$ cat config.mk
export PLATFORM = sky130hd
export DESIGN_NAME = fifo_scheduler_with_cancel
export DESIGN_NICKNAME = d
export VERILOG_FILES = /design/src/hdl/fsc_pkg.sv /design/src/hdl/fsc_slot_mem.sv /design/src/hdl/fsc_ctrl.sv /design/src/hdl/fifo_scheduler_with_cancel.sv
export VERILOG_INCLUDE_DIRS = /design/src /design/src/hdl
export SDC_FILE = /design/constraint.sdc
export NUM_CORES = 1
export LEC_CHECK = 0
export BUFFER_PORTS_ARGS = -buffer_cell sky130_fd_sc_hd__buf_2
export CAP_MARGIN = 20
export CELL_PAD_IN_SITES_DETAIL_PLACEMENT = 2
export CELL_PAD_IN_SITES_GLOBAL_PLACEMENT = 2
export CORE_MARGIN = 2
export CORE_UTILIZATION = 30
export DETAILED_ROUTE_END_ITERATION = 10
export PLACE_DENSITY = 0.59
export SKIP_LAST_GASP = 1
export SLEW_MARGIN = 20
export SYNTH_ARGS = -nofsm -noshare
export SYNTH_HDL_FRONTEND = slang
export SYNTH_HIERARCHICAL = 1
export SYNTH_SLANG_ARGS = --single-unit
$ cat constraint.sdc
create_clock -name clk -period 3.8 [get_ports clk]
set_input_delay 0.76 -clock clk [delete_from_list [all_inputs] [get_ports clk]]
set_output_delay 0.76 -clock clk [all_outputs]
set_load 0.005 [all_outputs]
$ cat src/hdl/fifo_scheduler_with_cancel_defines.svh
// Assertion macros shared by the scheduler RTL files.
// Included by fsc_ctrl and fifo_scheduler_with_cancel; no other dependencies.
`ifndef FIFO_SCHEDULER_WITH_CANCEL_DEFINES_SVH
`define FIFO_SCHEDULER_WITH_CANCEL_DEFINES_SVH

// Same-cycle implication, disabled while reset is asserted.
`define FSC_CHECK(label, clk, rst_n, ante, cons, msg) \
  label: assert property (@(posedge clk) disable iff (!rst_n) (ante) |-> (cons)) \
    else $error(msg);

// Next-cycle implication, disabled while reset is asserted.
`define FSC_CHECK_NEXT(label, clk, rst_n, ante, cons, msg) \
  label: assert property (@(posedge clk) disable iff (!rst_n) (ante) |=> (cons)) \
    else $error(msg);

`endif

$ cat src/hdl/fsc_pkg.sv
// Package for the FIFO scheduler with cancel: codes, port widths, FSM states
// and the result bundle. No dependencies.
package fsc_pkg;

  localparam int DEF_SLOTS   = 16;
  localparam int DEF_ID_BITS = 16;

  localparam int ID_PORT_W   = 16;
  localparam int CNT_PORT_W  = 5;
  localparam int OUT_TDATA_W = 40;

  // Action codes; the fourth code is a no-op.
  localparam logic [1:0] ACT_ADD  = 2'd0;
  localparam logic [1:0] ACT_RUN  = 2'd1;
  localparam logic [1:0] ACT_TERM = 2'd2;

  // Status codes.
  localparam logic [1:0] ST_OK      = 2'd0;
  localparam logic [1:0] ST_UNKNOWN = 2'd1;
  localparam logic [1:0] ST_FULL    = 2'd2;
  localparam logic [1:0] ST_EMPTY   = 2'd3;

  typedef enum logic [2:0] {
    S_IDLE,
    S_FIND,
    S_RUN_RD,
    S_TERM_RD,
    S_TERM_CMP,
    S_UNLINK,
    S_REP_RD,
    S_REPORT
  } state_t;

  typedef struct packed {
    logic [CNT_PORT_W-1:0] task_count;
    logic                  queue_empty;
    logic [ID_PORT_W-1:0]  oldest_id;
    logic [1:0]            status;
    logic [ID_PORT_W-1:0]  result_id;
  } result_t;

endpackage

$ cat src/hdl/fsc_slot_mem.sv
// Slot table storage: identifier, newer-link and older-link memories with
// one write port each and a shared registered read port. Uses no package.
module fsc_slot_mem #(
  parameter int SLOTS   = 16,
  parameter int ID_BITS = 16,
  localparam int IW     = $clog2(SLOTS)
) (
  input  logic               clk,
  input  logic               rd_en,
  input  logic [IW-1:0]      rd_addr,
  output logic [ID_BITS-1:0] rd_id,
  output logic [IW-1:0]      rd_newer,
  output logic [IW-1:0]      rd_older,
  input  logic               id_we,
  input  logic [IW-1:0]      id_waddr,
  input  logic [ID_BITS-1:0] id_wdata,
  input  logic               nl_we,
  input  logic [IW-1:0]      nl_waddr,
  input  logic [IW-1:0]      nl_wdata,
  input  logic               ol_we,
  input  logic [IW-1:0]      ol_waddr,
  input  logic [IW-1:0]      ol_wdata
);

  logic [ID_BITS-1:0] id_mem    [SLOTS];
  logic [IW-1:0]      newer_mem [SLOTS];
  logic [IW-1:0]      older_mem [SLOTS];

  always_ff @(posedge clk) begin
    if (id_we) begin
      id_mem[id_waddr] <= id_wdata;
    end
    if (nl_we) begin
      newer_mem[nl_waddr] <= nl_wdata;
    end
    if (ol_we) begin
      older_mem[ol_waddr] <= ol_wdata;
    end
  end

  // Read data holds while rd_en is low so a fetched slot survives a compare.
  always_ff @(posedge clk) begin
    if (rd_en) begin
      rd_id    <= id_mem[rd_addr];
      rd_newer <= newer_mem[rd_addr];
      rd_older <= older_mem[rd_addr];
    end
  end

endmodule

$ cat src/hdl/fsc_ctrl.sv
// Sequencer of the scheduler: free-slot scan, identifier compare over the
// slots, list unlink and result assembly. Depends on fsc_pkg and the defines.
`include "fifo_scheduler_with_cancel_defines.svh"

module fsc_ctrl #(
  parameter int SLOTS   = 16,
  parameter int ID_BITS = 16,
  localparam int IW     = $clog2(SLOTS),
  localparam int CW     = $clog2(SLOTS + 1)
) (
  input  logic                 clk,
  input  logic                 rst_n,
  input  logic                 in_valid,
  output logic                 in_ready,
  input  logic [1:0]           in_action,
  input  logic [fsc_pkg::ID_PORT_W-1:0] in_task_id,
  output logic                 rd_en,
  output logic [IW-1:0]        rd_addr,
  input  logic [ID_BITS-1:0]   rd_id,
  input  logic [IW-1:0]        rd_newer,
  input  logic [IW-1:0]        rd_older,
  output logic                 id_we,
  output logic [IW-1:0]        id_waddr,
  output logic [ID_BITS-1:0]   id_wdata,
  output logic                 nl_we,
  output logic [IW-1:0]        nl_waddr,
  output logic [IW-1:0]        nl_wdata,
  output logic                 ol_we,
  output logic [IW-1:0]        ol_waddr,
  output logic [IW-1:0]        ol_wdata,
  output logic                 res_valid,
  input  logic                 res_ready,
  output fsc_pkg::result_t     res
);

  import fsc_pkg::*;

  state_t             state_r,   state_nxt;
  logic [ID_BITS-1:0] want_r,    want_nxt;
  logic [IW-1:0]      scan_r,    scan_nxt;
  logic [SLOTS-1:0]   used_r,    used_nxt;
  logic [IW-1:0]      oldest_r,  oldest_nxt;
  logic [IW-1:0]      newest_r,  newest_nxt;
  logic [CW-1:0]      count_r,   count_nxt;
  logic [ID_BITS-1:0] next_id_r, next_id_nxt;
  logic [ID_BITS-1:0] res_id_r,  res_id_nxt;
  logic [1:0]         status_r,  status_nxt;
  logic               id_hit;

  // The single compare unit, reused for every slot of a terminate scan.
  assign id_hit = used_r[scan_r] && (rd_id == want_r);

  always_ff @(posedge clk) begin
    if (!rst_n) begin
      state_r   <= S_IDLE;
      used_r    <= '0;
      oldest_r  <= '0;
      newest_r  <= '0;
      count_r   <= '0;
      next_id_r <= '0;
    end else begin
      state_r   <= state_nxt;
      used_r    <= used_nxt;
      oldest_r  <= oldest_nxt;
      newest_r  <= newest_nxt;
      count_r   <= count_nxt;
      next_id_r <= next_id_nxt;
    end
  end

  always_ff @(posedge clk) begin
    want_r   <= want_nxt;
    scan_r   <= scan_nxt;
    res_id_r <= res_id_nxt;
    status_r <= status_nxt;
  end

  always_comb begin
    state_nxt   = state_r;
    want_nxt    = want_r;
    scan_nxt    = scan_r;
    used_nxt    = used_r;
    oldest_nxt  = oldest_r;
    newest_nxt  = newest_r;
    count_nxt   = count_r;
    next_id_nxt = next_id_r;
    res_id_nxt  = res_id_r;
    status_nxt  = status_r;
    in_ready    = 1'b0;
    res_valid   = 1'b0;
    rd_en       = 1'b0;
    rd_addr     = scan_r;
    id_we       = 1'b0;
    id_waddr    = scan_r;
    id_wdata    = next_id_r;
    nl_we       = 1'b0;
    nl_waddr    = newest_r;
    nl_wdata    = scan_r;
    ol_we       = 1'b0;
    ol_waddr    = scan_r;
    ol_wdata    = newest_r;

    case (state_r)
      S_IDLE: begin
        in_ready = 1'b1;
        if (in_valid) begin
          want_nxt   = ID_BITS'(in_task_id);
          scan_nxt   = '0;
          res_id_nxt = '0;
          status_nxt = ST_OK;
          case (in_action)
            ACT_ADD: begin
              if (count_r == CW'(SLOTS)) begin
                status_nxt = ST_FULL;
                state_nxt  = S_REP_RD;
              end else begin
                state_nxt = S_FIND;
              end
            end
            ACT_RUN: begin
              if (count_r == '0) begin
                status_nxt = ST_EMPTY;
                state_nxt  = S_REP_RD;
              end else begin
                scan_nxt  = oldest_r;
                state_nxt = S_RUN_RD;
              end
            end
            ACT_TERM: begin
              state_nxt = S_TERM_RD;
            end
            default: begin
              state_nxt = S_REP_RD;
            end
          endcase
        end
      end

      S_FIND: begin
        // A free slot exists here, since the count is below the table size.
        if (!used_r[scan_r]) begin
          id_we            = 1'b1;
          used_nxt[scan_r] = 1'b1;
          res_id_nxt       = next_id_r;
          next_id_nxt      = next_id_r + 1'b1;
          if (count_r == '0) begin
            oldest_nxt = scan_r;
          end else begin
            nl_we = 1'b1;
            ol_we = 1'b1;
          end
          newest_nxt = scan_r;
          count_nxt  = count_r + 1'b1;
          state_nxt  = S_REP_RD;
        end else begin
          scan_nxt = scan_r + 1'b1;
        end
      end

      S_RUN_RD: begin
        rd_en     = 1'b1;
        state_nxt = S_UNLINK;
      end

      S_TERM_RD: begin
        rd_en     = 1'b1;
        state_nxt = S_TERM_CMP;
      end

      S_TERM_CMP: begin
        if (id_hit) begin
          state_nxt = S_UNLINK;
        end else if (scan_r == IW'(SLOTS - 1)) begin
          status_nxt = ST_UNKNOWN;
          state_nxt  = S_REP_RD;
        end else begin
          scan_nxt  = scan_r + 1'b1;
          state_nxt = S_TERM_RD;
        end
      end

      S_UNLINK: begin
        res_id_nxt       = rd_id;
        used_nxt[scan_r] = 1'b0;
        if (count_r <= CW'(1)) begin
          count_nxt = '0;
        end else begin
          count_nxt = count_r - 1'b1;
          if (scan_r == oldest_r) begin
            oldest_nxt = rd_newer;
          end else if (scan_r == newest_r) begin
            newest_nxt = rd_older;
          end else begin
            nl_we    = 1'b1;
            nl_waddr = rd_older;
            nl_wdata = rd_newer;
            ol_we    = 1'b1;
            ol_waddr = rd_newer;
            ol_wdata = rd_older;
          end
        end
        state_nxt = S_REP_RD;
      end

      S_REP_RD: begin
        rd_en     = 1'b1;
        rd_addr   = oldest_r;
        state_nxt = S_REPORT;
      end

      S_REPORT: begin
        res_valid = 1'b1;
        if (res_ready) begin
          state_nxt = S_IDLE;
        end
      end

      default: begin
        state_nxt = S_IDLE;
      end
    endcase
  end

  always_comb begin
    res.result_id   = ID_PORT_W'(res_id_r);
    res.status      = status_r;
    res.oldest_id   = (count_r != '0) ? ID_PORT_W'(rd_id) : '0;
    res.queue_empty = (count_r == '0);
    res.task_count  = CNT_PORT_W'(count_r);
  end

  `FSC_CHECK(a_count_bound, clk, rst_n, 1'b1, count_r <= CW'(SLOTS), "count above table size")
  `FSC_CHECK(a_used_vs_count, clk, rst_n, 1'b1, $countones(used_r) == int'(count_r), "used bits disagree with count")
  `FSC_CHECK_NEXT(a_one_at_a_time, clk, rst_n, in_valid && in_ready, !in_ready, "second item taken while busy")

endmodule

$ cat src/hdl/fifo_scheduler_with_cancel.sv
// Top level of the FIFO task scheduler with cancel by identifier.
// Instantiates fsc_ctrl and fsc_slot_mem; uses fsc_pkg and the defines header.
//
//  Channel | Ports                        | Contents
//  --------+------------------------------+-----------------------------------
//  input   | in_tvalid/in_tready          | in_tuser: action, in_tdata: task_id
//  result  | out_tvalid/out_tready        | out_tdata: result_id .. task_count
//
// One item is worked on at a time; the sequencer steps through the slot table
// with a single compare unit and one read port on the slot memories.
// An add scans upward for the lowest free slot; a run reads the oldest slot;
// a terminate reads and compares the slots in turn from slot 0 until a match
// or the last slot; a full add, a run on an empty queue and the unused action
// go straight to the report.
// Reset (rst_n low, synchronous) empties the queue and zeroes the identifier
// counter; slot memories are not cleared and their data is used only for used slots.
// The result sits in an output register, so a stalled out_tready only holds
// the block once the next result is ready to be loaded.
`include "fifo_scheduler_with_cancel_defines.svh"

module fifo_scheduler_with_cancel #(
  parameter int SLOTS   = fsc_pkg::DEF_SLOTS,
  parameter int ID_BITS = fsc_pkg::DEF_ID_BITS
) (
  input  logic                            clk,
  input  logic                            rst_n,
  input  logic                            in_tvalid,
  output logic                            in_tready,
  input  logic [1:0]                      in_tuser,   // [1:0] action
  input  logic [fsc_pkg::ID_PORT_W-1:0]   in_tdata,   // [15:0] task_id
  output logic                            out_tvalid,
  input  logic                            out_tready,
  // [15:0] result_id, [17:16] status, [33:18] oldest_id, [34] queue_empty,
  // [39:35] task_count
  output logic [fsc_pkg::OUT_TDATA_W-1:0] out_tdata
);

  import fsc_pkg::*;

  localparam int IW = $clog2(SLOTS);

  logic               rd_en;
  logic [IW-1:0]      rd_addr;
  logic [ID_BITS-1:0] rd_id;
  logic [IW-1:0]      rd_newer;
  logic [IW-1:0]      rd_older;
  logic               id_we;
  logic [IW-1:0]      id_waddr;
  logic [ID_BITS-1:0] id_wdata;
  logic               nl_we;
  logic [IW-1:0]      nl_waddr;
  logic [IW-1:0]      nl_wdata;
  logic               ol_we;
  logic [IW-1:0]      ol_waddr;
  logic [IW-1:0]      ol_wdata;
  logic               res_valid;
  logic               res_ready;
  result_t            res;
  logic               out_valid_r;
  result_t            out_data_r;

  fsc_ctrl #(
    .SLOTS   (SLOTS),
    .ID_BITS (ID_BITS)
  ) u_ctrl (
    .clk        (clk),
    .rst_n      (rst_n),
    .in_valid   (in_tvalid),
    .in_ready   (in_tready),
    .in_action  (in_tuser),
    .in_task_id (in_tdata),
    .rd_en      (rd_en),
    .rd_addr    (rd_addr),
    .rd_id      (rd_id),
    .rd_newer   (rd_newer),
    .rd_older   (rd_older),
    .id_we      (id_we),
    .id_waddr   (id_waddr),
    .id_wdata   (id_wdata),
    .nl_we      (nl_we),
    .nl_waddr   (nl_waddr),
    .nl_wdata   (nl_wdata),
    .ol_we      (ol_we),
    .ol_waddr   (ol_waddr),
    .ol_wdata   (ol_wdata),
    .res_valid  (res_valid),
    .res_ready  (res_ready),
    .res        (res)
  );

  fsc_slot_mem #(
    .SLOTS   (SLOTS),
    .ID_BITS (ID_BITS)
  ) u_slot_mem (
    .clk      (clk),
    .rd_en    (rd_en),
    .rd_addr  (rd_addr),
    .rd_id    (rd_id),
    .rd_newer (rd_newer),
    .rd_older (rd_older),
    .id_we    (id_we),
    .id_waddr (id_waddr),
    .id_wdata (id_wdata),
    .nl_we    (nl_we),
    .nl_waddr (nl_waddr),
    .nl_wdata (nl_wdata),
    .ol_we    (ol_we),
    .ol_waddr (ol_waddr),
    .ol_wdata (ol_wdata)
  );

  // The output register can take a new result when it is empty or draining.
  assign res_ready = !out_valid_r || out_tready;

  always_ff @(posedge clk) begin
    if (!rst_n) begin
      out_valid_r <= 1'b0;
    end else if (res_ready) begin
      out_valid_r <= res_valid;
    end
  end

  always_ff @(posedge clk) begin
    if (res_valid && res_ready) begin
      out_data_r <= res;
    end
  end

  assign out_tvalid = out_valid_r;
  assign out_tdata  = out_data_r;

  `FSC_CHECK(a_error_zero_id, clk, rst_n, out_valid_r && (out_data_r.status != ST_OK), out_data_r.result_id == '0, "failed item carries an identifier")

endmodule

==> results of run 1 <==
-- critical path, delay by kind of cell (launching register included) --
family	cells	cell delay, ns
xor gates and xnor gates	1	0.14
buffers and inverters	3	0.72
DFF	1	0.73
muxes	1	0.36
and+or+nand+nor	4	1.10
-- sequential cells by signal, summed over array words and instances, names as in the netlist, 5 cells and up, named ones only --
register              cells
u_ctrl/res_id_r          16
u_slot_mem/older_mem     64
out_tdata                40
u_ctrl/count_r            5
u_slot_mem/rd_id         16
u_slot_mem/id_mem       256
u_ctrl/id_wdata          16
u_slot_mem/newer_mem     64
u_ctrl/want_r            16
-- cell families after synthesis --
logic type,Yosys count,synth area share (%)
flip-flops,535,72.38
AO/OA/AOI/OAI,177,5.798
AND/OR/NAND/NOR,268,6.187
multiplexers,123,11.37
buffers and inverters,92,2.175
adder cells (fa/ha/maj),12,0.6978
XOR/XNOR,34,1.384
-- metrics by stage --
stage | cell area [um2] | hold WS [ns] | setup WS [ns]
6_report | 25070 | 0.3073 | 0.4327
5_1_grt | 25060 | 0.2757 | 0.1748
4_1_cts | 25060 | 0.2618 | 0.3461
3_5_place_dp | 23280 | 0.4089 | 0.3104
3_3_place_gp | 23280 | 0.4072 | 0.5294
2_1_floorplan | 21520 | 0.4003 | 0.1562
-- where the power goes --
part / switching, uW / total [uW] / internal (uW)
sequential: 480 / 7810 / 7330
combinational: 3410 / 5670 / 2260
clock: 2330 / 5310 / 2980
total: 6220 / 18800 / 12600
-- Yosys cell counts, drive strengths merged (17+ instances only) --
library cell | instances | area (um2)
nand2 | 60 | 225.2
xor2 | 18 | 157.7
buf | 33 | 246.5
a21oi | 30 | 157.7
a22oi | 52 | 390.4
nor3 | 20 | 100.1
nor2 | 76 | 285.3
a22o | 17 | 148.9
o21ai | 26 | 130.1
dfxtp | 49 | 980.9
mux4 | 96 | 2162
edfxtp | 486 | 14590
clkbuf | 42 | 157.7
nor2b | 25 | 156.4
-- how the worst max path moves through the flow --
stage                       startpoint                           to  slack (ns)  cells past startpoint
floorplan           u_ctrl/id_waddr[0]      u_slot_mem/id_mem[0][0]        0.16                      9
global placement    u_ctrl/id_waddr[3]   u_slot_mem/older_mem[0][1]        0.53                      8
detailed placement  u_ctrl/id_waddr[3]  u_slot_mem/newer_mem[10][1]        0.31                      8
CTS                 u_ctrl/id_waddr[3]  u_slot_mem/newer_mem[10][3]        0.35                      8
global route        u_ctrl/id_waddr[3]   u_slot_mem/newer_mem[0][1]        0.17                      9
finish              u_ctrl/id_waddr[3]   u_slot_mem/older_mem[4][2]        0.43                      9
-- cell type report --
cell class,instances,area (um2),share of cell area (%)
repair buffers,134,898.4,3.584
clock buffers,69,1481,5.910
clock inverters,38,297.8,1.188
multi-input cells,614,5555,22.16
inverters,17,63.81,0.2546
flip-flops and latches,535,15570,62.14
diodes,2,5.005,0.01997
well taps,950,1189,4.742
-- per-layer routing --
metal	up-vias	GRT usage (%)
met5	-	0
met4	0	3.658
met3	76	2.283
met2	208	27.04
met1	6262	20.92
li1	5162	-
==> impl_metrics.json, run 1 <==
{
  "status": "completed",
  "root_buffer": "clkbuf_16",
  "ys.flop_type": "edfxtp_1",
  "worst_skew_pair.late_latency_ns": 0.64,
  "first_global_vias": 13180,
  "cts_buffers": 57,
  "p_leak_uw": 0.008171,
  "initial_core_util_pct": 30.20,
  "io_buffers": 63,
  "route.met3.wl_um": 2094,
  "dp_cells": 2250,
  "cpMostUsedCell": "buf_4",
  "area_growth_pct": 16.49,
  "drv_cap": 0,
  "grt_usage_pct": 15.68,
  "post_cts_buffers": 0,
  "slew_viol_final": 0,
  "vdd_ir_drop_max_v": 0.0003889,
  "tritoncts": "built",
  "antenna_found_initial": 1,
  "hold_path_depth": 1,
  "instances_no_fill": 2359,
  "vias_per_cell": 4.963,
  "crit_type": "flop to flop",
  "route.met2.wl_um": 28820,
  "top_layer_used": "met4",
  "setup_viol": 0,
  "vias": 11710,
  "clock_sinks": 535,
  "drc": 0,
  "holdPathEnd": "u_ctrl/want_r[3]",
  "cts_resized": 0,
  "setup_tns_ns": 0,
  "netlist-cell-type-count": 62,
  "finalCoreUtilization_pct": 35.18,
  "drt_pass1_iterations": 4,
  "grt_pass1_wl_um": 87020,
  "worst_pin_slew_ns": 0.9173,
  "drt-met1-wl_um": 25970,
  "power_uw": 18800,
  "finalClockSkew_ns": 0.06552,
  "mostFrequentLayoutCells": "edfxtp_1 (486), mux4_2 (96), buf_4 (67)",
  "r2r-end": "u_slot_mem/older_mem[4][2]",
  "synth_edf_count": 486,
  "relSlewSlack_pct": 38.85,
  "holdBufCountCts": 0,
  "dp_hpwl_um": 37250,
  "crit_slowest_cell": "edfxtp_1",
  "drive_above_1_share_pct": 25.44,
  "ys_ff_latch": 535,
  "synthesis.area_mm2": 0.02152,
  "min_period_ns": 3.367,
  "layout.nets": 1393,
  "r2r_cells": 9,
  "core_mm2": 0.07124,
  "path_clk_slew_ns": 0.06,
  "antenna_left": 0,
  "syn_area_per_cell_um2": 17.34,
  "gp_congestion": 0.7361,
  "io_pins": 64,
  "cp-start-kind": "flop",
  "hp-start": "in_tdata[3]",
  "synth_nets": 1275,
  "period_share_pct": 88.61,
  "syn_inst": 1241,
  "critPathMaxFanout": 19,
  "layout_commonest_cell": "edfxtp_1",
  "n_fill_cell": 7021,
  "hold_viol": 0,
  "slowest_delay_ns": 0.73,
  "rsz0062_at_grt": "false",
  "power.density_mw_per_mm2": 749.9,
  "cts_max_level": 2,
  "r2r_slack_ns": 0.43,
  "cts.path.max_buffers": 3,
  "cp.arrival_ns": 3.63,
  "dieHeight_um": 271.8,
  "grt_max_degree": 41,
  "crit_chain": "buf_4, xnor2_1, nand4_1, nand3_1, buf_4, mux2_2, buf_4, nand3b_1, nor3_1",
  "synth-async-reset-ratio_pct": 0,
  "die_w_um": 271.8,
  "yosysWarnings": 6,
  "fmax_ghz": 0.2970,
  "wl_per_cell_um": 24.58,
  "overflow": 0,
  "yosysSeqAreaShare_pct": 72.38,
  "dieArea_mm2": 0.07388,
  "wl_um": 58000,
  "drtIter0Drc": 800,
  "rows": 98,
  "holdCritPathClass": "primary input to flop",
  "cp_data_required_time_ns": 4.06,
  "endpoint_kind": "flop",
  "reg2reg_from": "u_ctrl/id_waddr[3]"
}
Note: power is estimated with default switching activity, not from simulation.
==> inputs of run 2 (changes only) <==
--- a/config.mk
+++ b/config.mk
@@ -11,9 +11,10 @@
 export CELL_PAD_IN_SITES_DETAIL_PLACEMENT = 2
 export CELL_PAD_IN_SITES_GLOBAL_PLACEMENT = 2
 export CORE_MARGIN = 2
-export CORE_UTILIZATION = 30
+export CORE_UTILIZATION = 40
 export DETAILED_ROUTE_END_ITERATION = 10
-export PLACE_DENSITY = 0.59
+export MAX_ROUTING_LAYER = met4
+export PLACE_DENSITY = 0.74
 export SKIP_LAST_GASP = 1
 export SLEW_MARGIN = 20
 export SYNTH_ARGS = -nofsm -noshare
==> impl_metrics.json, run 2 (synthesis gave the netlist of run 1 again) <==
{
  "cts_buffers": 55,
  "path_clk_slew_ns": 0.06,
  "min_period_ns": 3.411,
  "drt_pass1_iterations": 5,
  "drive_above_1_share_pct": 25.65,
  "area_growth_pct": 14.97,
  "cts.path.max_buffers": 3,
  "drv_cap": 0,
  "cts_max_level": 2,
  "place_ws_ns": 0.02387,
  "r2r_slack_ns": 0.39,
  "worst_pin_slew_ns": 1.008,
  "setup_ws_ns": 0.3892,
  "overflow": 0,
  "finalClockSkew_ns": 0.02903,
  "status": "completed",
  "wl_per_cell_um": 30.22,
  "dieHeight_um": 235.9,
  "reg2reg_from": "u_ctrl/state_r[1]",
  "mostFrequentLayoutCells": "edfxtp_1 (486), mux4_2 (96), buf_2 (63)",
  "fmax_ghz": 0.2932,
  "setup_tns_ns": 0,
  "clockPowerShare_pct": 28.9,
  "root_buffer": "clkbuf_16",
  "holdBufCountCts": 0,
  "dp_hpwl_um": 39840,
  "max_flop_register": "u_slot_mem/id_mem",
  "drc": 0,
  "core_mm2": 0.05350,
  "vias": 12270,
  "initial_core_util_pct": 40.22,
  "power.density_mw_per_mm2": 778.2,
  "p_switching_uw": 6439,
  "critPathMaxFanout": 20,
  "power_frac_seq_pct": 40.5,
  "rows": 85,
  "io_buffers": 63,
  "period_share_pct": 89.76,
  "p_int_uw": 12810,
  "crit_type": "flop to flop",
  "switching_share_pct": 33.45,
  "finalCoreUtilization_pct": 46.24,
  "cp.arrival_ns": 3.66,
  "drtIter0Drc": 1300,
  "wl_um": 63030,
  "worst_skew_pair.late_latency_ns": 0.63,
  "die_w_um": 235.9,
  "endpoint_kind": "flop",
  "antenna_found_initial": 0,
  "grt_usage_pct": 23.64,
  "layout.nets": 1379,
  "io_pins": 64,
  "cp-start-kind": "flop",
  "cp_data_required_time_ns": 4.05,
  "setup_viol": 0,
  "tritoncts": "built",
  "grt_max_degree": 41,
  "largest_reg_flops": 256,
  "dieArea_mm2": 0.05566,
  "first_global_vias": 13310,
  "whs_ns": 0.3209,
  "clock_sinks": 535,
  "r2r-end": "u_slot_mem/older_mem[2][0]",
  "top_regs": "u_slot_mem/id_mem (256), u_slot_mem/newer_mem (64), u_slot_mem/older_mem (64)",
  "relSlewSlack_pct": 32.68,
  "vias_per_cell": 5.880,
  "cp-startpoint": "u_ctrl/state_r[1]",
  "antenna_left": 0,
  "gp_congestion": 0.8019,
  "holdCritPathClass": "primary input to flop",
  "layout_commonest_cell": "edfxtp_1",
  "grt_pass1_wl_um": 93230,
  "vdd_ir_drop_max_v": 0.0004135,
  "endpoint": "u_slot_mem/older_mem[2][0]",
  "p_comb_share_pct": 30.6,
  "slew_viol_final": 0,
  "rsz0062_at_grt": "false",
  "r2r_cells": 8,
  "p_leak_uw": 0.008130,
  "hold_viol": 0
}
run 2: cell types whose count changed in the layout (fill, tap and decap cells not counted), sizes merged:
cell,change
inv,-1
clkinv,-13
buf,-12
bufinv,+4
clkinvlp,+6
clkbuf,-3
run 2: timing repair:
action | CTS | global route
cloned | 0 | 0
gates resized for setup | 1 | 3
buffers inserted | 0 | 1
setup endpoints to repair | 4 | 18
run 2: cell type report:
cell class | instances | area [um2]
Antenna cell | 2 | 5.005
Clock buffer | 66 | 1460
Clock inverter | 34 | 380.4
Fill cell | 4895 | 28760
Inverter | 17 | 63.81
Multi-Input combinational cell | 614 | 5574
Sequential cell | 535 | 15570
Tap cell | 696 | 870.8
Timing Repair Buffer | 122 | 808.3
run 2: per-stage QoR:
stage                     area, um2  total power [uW]  instances
final                         24740             19250       2086
after global routing          24730             20000       2084
after CTS                     24710             19340       2083
after detailed placement      22870             13710       1983
after global placement        22870             13330       1983
after floorplan               21520             11570       1241
run 2: metal layers:
layer	track usage [%]	wire, um
met1	30.02	26260
met2	38.62	31210
met3	3.288	3150
met4	9.361	2403
met5	-	0
run 2: power by group through the flow:
| stage | clock network [uW] | registers, uW | logic, uW |
|---|---|---|---|
| detailed placement | 0 | 7930 | 5780 |
| finish | 5560 | 7790 | 5900 |
| floorplan | 0 | 7670 | 3900 |
| global placement | 0 | 7840 | 5480 |
| global route | 5840 | 7840 | 6320 |
| CTS | 5650 | 7820 | 5870 |
run 2: how the worst min path moves through the flow:
stage                                   from  cells after the start          endpoint  slack [ns]
final                            in_tdata[5]                      1  u_ctrl/want_r[5]        0.32
after floorplan           u_ctrl/res_id_r[0]                      0      out_tdata[0]        0.40
after CTS                        in_tdata[5]                      1  u_ctrl/want_r[5]        0.30
after global routing             in_tdata[7]                      1  u_ctrl/want_r[7]        0.31
after detailed placement  u_ctrl/res_id_r[3]                      0      out_tdata[3]        0.41
after global placement    u_ctrl/res_id_r[1]                      0      out_tdata[1]        0.40
run 2: worst max-delay path, cell delays in order, from the launching register on:
cell	delay (ns)
dfxtp_1	0.31
nand2b_1	0.22
or2_2	0.43
nor2_1	0.30
nand3_1	0.13
buf_4	0.21
mux2_2	0.46
or3b_2	0.57
nor2_1	0.42
